### src/hdl/gaussian_mean_shift_3d_assert.svh
// Assertion macros for the RTL of the mean shift block.
`ifndef GAUSSIAN_MEAN_SHIFT_3D_ASSERT_SVH
`define GAUSSIAN_MEAN_SHIFT_3D_ASSERT_SVH
`ifndef SYNTHESIS
`define GMS_ASSERT_IMP(lbl, clk, rst_n, ante, cons) \
    lbl: assert property (@(posedge clk) disable iff (!rst_n) (ante) |-> (cons)) \
        else $error("assertion failed");
`define GMS_ASSERT_NXT(lbl, clk, rst_n, ante, cons) \
    lbl: assert property (@(posedge clk) disable iff (!rst_n) (ante) |=> (cons)) \
        else $error("assertion failed");
`else
`define GMS_ASSERT_IMP(lbl, clk, rst_n, ante, cons)
`define GMS_ASSERT_NXT(lbl, clk, rst_n, ante, cons)
`endif
`endif

### src/hdl/gms_pkg.sv
`default_nettype none
package gms_pkg;

    localparam int MAX_VOTES          = 64;
    localparam int KERNEL_TABLE_DEPTH = 256;
    localparam int ADDR_W = $clog2(MAX_VOTES);
    localparam int CNT_W  = $clog2(MAX_VOTES + 1);
    localparam int KIDX_W = $clog2(KERNEL_TABLE_DEPTH);
    localparam int SUM_W  = 16 + ADDR_W;
    localparam int WSUM_W = 16 + ADDR_W;
    localparam int WS_W   = 32 + ADDR_W;
    localparam int DIV_NW = 42;
    localparam int DIV_DW = 31;
    localparam int DIV_SW = $clog2(DIV_NW + 1);

    localparam logic [1:0] CFG_BANDWIDTH = 2'd0;
    localparam logic [1:0] CFG_MAX_ITER  = 2'd1;
    localparam logic [1:0] CFG_THRESHOLD = 2'd2;

    typedef enum logic [4:0] {
        ST_LOAD, ST_MSTART, ST_MWAIT, ST_PINIT, ST_RD, ST_SQ, ST_SQACC,
        ST_KIDX, ST_KWAIT, ST_WMUL, ST_WACC, ST_PSTART, ST_PWAIT,
        ST_MVMUL, ST_MVACC, ST_CHECK, ST_OUT
    } t_state;

    typedef struct packed {
        logic start;
        logic short_mode;
    } t_div_req;

    typedef struct packed {
        logic busy;
        logic done;
    } t_div_rsp;

    typedef logic [15:0] t_krom [KERNEL_TABLE_DEPTH];

    // exp(-i*16/DEPTH) in Q0.16, built from a Q30 Taylor series of the step ratio.
    function automatic t_krom build_krom();
        t_krom       rom;
        logic [63:0] x;
        logic [63:0] term;
        logic [63:0] r;
        logic [63:0] p;
        logic [63:0] e;
        longint      sum;
        begin
            x = (64'd16 << 30) / KERNEL_TABLE_DEPTH;
            if (x > (64'd1 << 30)) x = 64'd1 << 30;
            term = 64'd1 << 30;
            sum  = longint'(term);
            for (int k = 1; k <= 24; k++) begin
                term = ((term * x) >> 30) / 64'(k);
                if ((k % 2) == 1) sum = sum - longint'(term);
                else sum = sum + longint'(term);
            end
            if (sum < 0) sum = 0;
            r = 64'(sum);
            if (r > (64'd1 << 30)) r = 64'd1 << 30;
            p = 64'd1 << 30;
            for (int i = 0; i < KERNEL_TABLE_DEPTH; i++) begin
                if (i > 0) p = (p * r + (64'd1 << 29)) >> 30;
                e = (p + (64'd1 << 13)) >> 14;
                rom[i] = (e > 64'd65535) ? 16'hFFFF : e[15:0];
            end
            return rom;
        end
    endfunction

    localparam t_krom KROM = build_krom();

endpackage
`default_nettype wire

### src/hdl/gms_div.sv
`default_nettype none
// Restoring divider, one quotient bit per cycle. The long form runs over the
// whole numerator; the short form assumes num < den and yields KIDX_W bits of
// floor(num * 2^KIDX_W / den).
module gms_div (
    input  wire logic                         i_clk,
    input  wire logic                         i_rst_n,
    input  wire gms_pkg::t_div_req            i_req,
    input  wire logic [gms_pkg::DIV_NW-1:0]   i_num,
    input  wire logic [gms_pkg::DIV_DW-1:0]   i_den,
    output gms_pkg::t_div_rsp                 o_rsp,
    output logic [gms_pkg::DIV_NW-1:0]        o_quo
);
    logic                          r_busy;
    logic                          r_done;
    logic [gms_pkg::DIV_SW-1:0]    r_cnt;
    logic [gms_pkg::DIV_DW-1:0]    r_rem;
    logic [gms_pkg::DIV_NW-1:0]    r_sh;
    logic [gms_pkg::DIV_DW-1:0]    r_den;
    logic [gms_pkg::DIV_DW:0]      trial;
    logic                          ge;
    logic [gms_pkg::DIV_DW:0]      diff;

    assign trial = {r_rem, r_sh[gms_pkg::DIV_NW-1]};
    assign ge    = trial >= {1'b0, r_den};
    assign diff  = trial - {1'b0, r_den};

    always_ff @(posedge i_clk) begin
        if (!i_rst_n) begin
            r_busy <= 1'b0;
            r_done <= 1'b0;
            r_cnt  <= '0;
        end else begin
            r_done <= 1'b0;
            if (i_req.start) begin
                r_busy <= 1'b1;
                r_den  <= i_den;
                if (i_req.short_mode) begin
                    r_rem <= i_num[gms_pkg::DIV_DW-1:0];
                    r_sh  <= '0;
                    r_cnt <= gms_pkg::DIV_SW'(gms_pkg::KIDX_W);
                end else begin
                    r_rem <= '0;
                    r_sh  <= i_num;
                    r_cnt <= gms_pkg::DIV_SW'(gms_pkg::DIV_NW);
                end
            end else if (r_busy) begin
                r_rem <= ge ? diff[gms_pkg::DIV_DW-1:0] : trial[gms_pkg::DIV_DW-1:0];
                r_sh  <= {r_sh[gms_pkg::DIV_NW-2:0], ge};
                r_cnt <= r_cnt - 1'b1;
                if (r_cnt == gms_pkg::DIV_SW'(1)) begin
                    r_busy <= 1'b0;
                    r_done <= 1'b1;
                end
            end
        end
    end

    assign o_rsp.busy = r_busy;
    assign o_rsp.done = r_done;
    assign o_quo      = r_sh;
endmodule
`default_nettype wire

### config.mk
export PLATFORM = sky130hd
export DESIGN_NAME = gms_div
export DESIGN_NICKNAME = d
export VERILOG_FILES = /design/src/hdl/gaussian_mean_shift_3d_assert.svh /design/src/hdl/gms_pkg.sv /design/src/hdl/gms_div.sv
export SDC_FILE = /design/constraint.sdc
export NUM_CORES = 1
export LEC_CHECK = 0
export BUFFER_PORTS_ARGS = -buffer_cell sky130_fd_sc_hd__buf_2
export CORE_AREA = 2 2 133 135
export DETAILED_ROUTE_END_ITERATION = 6
export DIE_AREA = 0 0 135 137
export PLACE_DENSITY = 0.63
export SLEW_MARGIN = 20
export SYNTH_ARGS = -nofsm -noshare
export SYNTH_HDL_FRONTEND = slang
export SYNTH_SLANG_ARGS = --single-unit
### constraint.sdc
create_clock -name i_clk -period 8.1 [get_ports i_clk]
set_clock_uncertainty 0.05 [all_clocks]
set_input_delay 1.215 -clock i_clk [delete_from_list [all_inputs] [get_ports i_clk]]
set_output_delay 1.215 -clock i_clk [all_outputs]
set_load 0.05 [all_outputs]
Word level (Yosys, flattened, before mapping)
Index checks and enable logic that the tools add are counted.
{"block": "op_classes", "n_shift": 0, "reduce_logical": 4, "n_bitwise": 2, "add_sub_neg": 2, "n_eq_ne": 1, "n_lt_le_gt_ge": 1, "mux": 14, "multipliers": 0, "div_mod_pow": 0}
{"cell": "$mux 42", "n": 3}
{"cell": "$mux 31", "n": 4}
{"cell": "$ge 32x31->1", "n": 1}
{"cell": "$sub 31x31->31", "n": 1}
{"cell": "$mux 6", "n": 3}
{"cell": "$eq 6x1->1 const B", "n": 1}
{"cell": "$sub 6x1->6 const B", "n": 1}
{"cell": "$mux 1", "n": 4}
{"cell": "$reduce_and 2->1", "n": 2}
{"cell": "$reduce_or 3->1", "n": 1}
{"cell": "$not 1->1", "n": 2}
{"cell": "$reduce_bool 2->1", "n": 1}
{"block": "word_totals", "ff_bits": 112, "output_inout_bits": 44, "wordCells": 30, "latch_bits": 0, "ram_bits": 0, "romBits": 0, "in_bits": 77, "mem_count": 0}

Logic depth before layout (Yosys ltp)
{"block": "logic_depth", "ltp_word": 4, "ltp_mapped": 12, "depth_no_buf": 11}

Worst setup path after synthesis
No wires, ideal clock.
{"block": "synth_path", "kind": "input to register", "start": "in i_req[1] (netlist bit)", "end": "reg r_sh (netlist bit o_quo[0]), enable pin", "setup_time_ps": 530, "t_arrival_ps": 5340, "slack_ps": 2179, "stages": 4, "t_required_ps": 7520, "path_buffers": 2, "cell_sequence": "clkbuf_1 inv_1 clkbuf_1 a21oi_1"}
{"block": "synth_between", "elab_chain_cells": 2}
{"element": "start: declaration", "line": "gms_div.sv:8", "source": "input wire gms_pkg::t_div_req i_req,"}
{"element": "$reduce_bool 2->1 (no line)"}
{"element": "$reduce_and 2->1 (no line)"}
{"element": "end signal: assignment", "line": "gms_div.sv:44", "source": "r_sh <= i_num;"}
{"element": "end signal: assignment", "line": "gms_div.sv:49", "source": "r_sh <= {r_sh[gms_pkg::DIV_NW-2:0], ge};"}
{"element": "end: declaration", "line": "gms_div.sv:18", "source": "logic [gms_pkg::DIV_NW-1:0] r_sh;"}
Every way passes these cells.
A chain may end at the register's enable or synchronous reset.

Worst setup path in the final report
{"block": "layout_path", "start": "in i_req[1] (netlist bit)", "end": "reg r_den[28] (netlist bit), enable pin"}
{"block": "layout_between", "elab_chain_cells": 1}
{"element": "$reduce_and 2->1 (no line)"}
{"element": "end signal: assignment", "line": "gms_div.sv:37", "source": "r_den <= i_den;"}
{"element": "end: declaration", "line": "gms_div.sv:19", "source": "logic [gms_pkg::DIV_DW-1:0] r_den;"}
Every way passes these cells.

==> impl_results.md <==
- Run status: finished clean
- Crit Path Class: input port to register
- Synth Register Bits: about 110
- Number of library cell types mapped by synthesis: 60
- Largest net degree at the start of global routing: 75
- Startpoint types: input port
- H-tree Lvls: 3
- DRC violation total after the first TritonRoute iteration: 305
- Die span in y: 137 um
- Ratio of cells with drive above 1 in the final layout: 0.2159
- Synthesized area divided by synthesized cell count: 10.76 um^2
- Final RePlAce weighted congestion: 0.8603
- Number of placement rows: 48
- HPWL after detailed placement: around 12 mm
- Clk_lat worst skew: 370 ps
- Static leakage power: 3.204 nW
- Worst Setup Slack post-DPL: 3402 ps
- Number of clock sinks: 112
- Timing-limited maximum frequency: 0.2332 GHz
- Diodes inserted: 0
- Commonest non-fill, non-tap cell in the layout: sky130_fd_sc_hd__buf_2
- Main combinational cell family by area after synthesis: compound AO/OA/AOI/OAI gates
- RSZ-0062 raised after global routing: no
- CP required: 8100 ps
- Xor/xnor cell area share of the yosys netlist: 0.03481
- Count of hold buffers inserted by post-cts repair: 0
- Maximum clock path buffer count: 2
- Antenna-violating nets left: 0
- Clk slew on worst S/H paths: ~80 ps
- Number of instances in the synthesized netlist: 608
- Crit path setup slack, layout: about 3800 ps
- Die ar.: 18500 um^2
- Syn_nets: 719
- Core area: 17060 um^2
- Simple logic cell fraction of the synthesized area: 0.1173
- Area Growth Syn to Fin: 16.89%
- Cell Area, Synth: 6541 um^2
- Arr. time, crit path: between 4000 and 5000 ps
- Max-slew violation count: 0
- Starting utilization of the core area: 0.3835
- CTS tree: done
- Total wirelength of the detailed-routed design: 16.50 mm
- Portion of netlist area occupied by mux cells: 0.03730
- First-pass GRT wire length: 26.09 mm
- Detailed-router iteration count before antenna repair: 5
- Via density per instance: 5.371
- Port Buffers: 120
- Worst max-slew margin expressed relative to the limit: 0.2979
- Commonest cells after routing, fill and taps aside: sky130_fd_sc_hd__buf_2 (120), sky130_fd_sc_hd__edfxtp_1 (104), sky130_fd_sc_hd__nand2_1 (47), sky130_fd_sc_hd__a22o_1 (43), sky130_fd_sc_hd__inv_1 (40)
- Total of cells resized after clock tree synthesis: 0
- Dominant register cell in the synthesized netlist: sky130_fd_sc_hd__edfxtp_1
- Top Ports: 121
- Final Hold Violating Endpoints: 0
- Adder-cell area share of the yosys netlist: 0.06618
- Number of remaining DRC errors: 0
- Number of buffers inserted to repair setup after CTS: 0
- Worst min-delay path category: register to register
- Pwr/cell area: 221.6 nW/um^2
- Post-detailed-route wirelength per cell: 17.50 um
- Maximum fanout encountered on the critical timing path: 47
- Complex-gate fraction of the synthesized area: 0.1984
- Slew at the pin closest to its max-slew limit: 1051 ps
- Root Driver: sky130_fd_sc_hd__clkbuf_16
- Die Width: 135 um
- Number of global-route vias before repair: 4932
- Accumulated negative setup slack: 0 ps
- Number of enable-type register cells in the synthesized netlist: between 100 and 150
- Post-layout nets: 824
- Post-route minimum period: 4289 ps
- Overall global routing resource usage: 0.1816
- Share of the clock period used by the worst path after layout: 0.5295
- Endpoint class of the critical path: register
- Overflow left after global routing: 0
- Total clock buffers created by CTS: 9
- Count of warnings emitted by yosys: 0
- Detailed-route via count: 5065
- Worst voltage drop across the vdd grid: 0.1036 mV
- Share of flip-flops with an asynchronous set or reset after synthesis: 0
- Max-cap violations: 0
- Antenna violations before repair: 0
- Register area share after synthesis: 0.5019
- Number of endpoints failing setup at the final stage: 0
sequential cells by signal, summed over array words and instances (netlist names):
name,cells
o_quo,42
r_busy,1
r_cnt,6
r_den,31
r_done,1
r_rem,31
metal layers:
metal | GRT usage | vias to the layer above | share of wire
met5 | 0 | - | 0
met4 | 0.06250 | 0 | 0.018
met3 | 0.03667 | 18 | 0.047
met2 | 0.2778 | 133 | 0.45
met1 | 0.2572 | 2422 | 0.48
li1 | - | 2492 | -
cell families (layout without fill, tap and decap cells):
kind of cell	after synthesis	count (layout)
fa+ha+maj	34	34
flops	112	112
xor+xnor	26	26
simple gates	159	159
compound gates	183	183
buf+inv	70	180
mux	24	24
worst paths after layout:
| path | end | slack [ps] | depth (start not counted) | start |
|---|---|---|---|---|
| max | r_den[28]$_DFFE_PP_ | 3810 | 5 | i_req[1] |
| min | r_cnt[4]$_SDFFE_PN0N_ | 520 | 2 | r_cnt[4]$_SDFFE_PN0N_ |
| max reg2reg | r_rem[29]$_DFFE_PP_ | 4210 | 11 | o_quo[41]$_DFFE_PP_ |
| min reg2reg | r_cnt[4]$_SDFFE_PN0N_ | 520 | 2 | r_cnt[4]$_SDFFE_PN0N_ |
area by class of cell:
class,instances,area (um^2)
multi-input combinational,426,2990
clock buffer,10,250.2
fill,1669,9410
inverter,41,153.9
tap,225,281.5
clock inverter,6,63.81
timing repair buffer,123,623.1
sequential,112,3283
through the flow:
| step | hold slack [ps] | instances | power, W | area, um^2 | utilization |
|---|---|---|---|---|---|
| global placement | 481.6 | 927 | 0.001225 | 7332 | 0.4299 |
| CTS | 523.5 | 943 | 0.001702 | 7646 | 0.4483 |
| finish | 518.9 | 943 | 0.001694 | 7646 | 0.4483 |
| detailed placement | 509.6 | 927 | 0.001230 | 7332 | 0.4299 |
| floorplan | 457.6 | 608 | 0.001111 | 6541 | - |
| global route | 547.7 | 943 | 0.001783 | 7646 | 0.4483 |
power breakdown:
| part | switching [W] | internal [W] |
|---|---|---|
| Sequential | 0.0000279 | 0.000694 |
| Combinational | 0.000307 | 0.000194 |
| Clock | 0.000234 | 0.000237 |
| Total | 0.000569 | 0.00112 |
cells in the mapped netlist (all sizes together), types with 12 or more instances:
| cell type | count | area share |
|---|---|---|
| ha | 33 | 0.063 |
| a21oi | 35 | 0.027 |
| nor3 | 12 | 0.0092 |
| nand3 | 19 | 0.015 |
| nand2 | 48 | 0.028 |
| a22o | 43 | 0.058 |
| clkbuf | 21 | 0.012 |
| o21ai | 38 | 0.029 |
| xor2 | 12 | 0.016 |
| xnor2 | 14 | 0.019 |
| mux2i | 21 | 0.032 |
| edfxtp | 104 | 0.48 |
| nor2 | 36 | 0.021 |
| inv | 41 | 0.024 |
| a21o | 13 | 0.015 |
worst max-delay path, stage by stage:
cell	delay (ps)
sky130_fd_sc_hd__buf_2	610
sky130_fd_sc_hd__clkinv_1	880
sky130_fd_sc_hd__buf_4	510
sky130_fd_sc_hd__nor2_2	640
sky130_fd_sc_hd__buf_4	390
No activity file was read; power rests on OpenSTA's default activity.
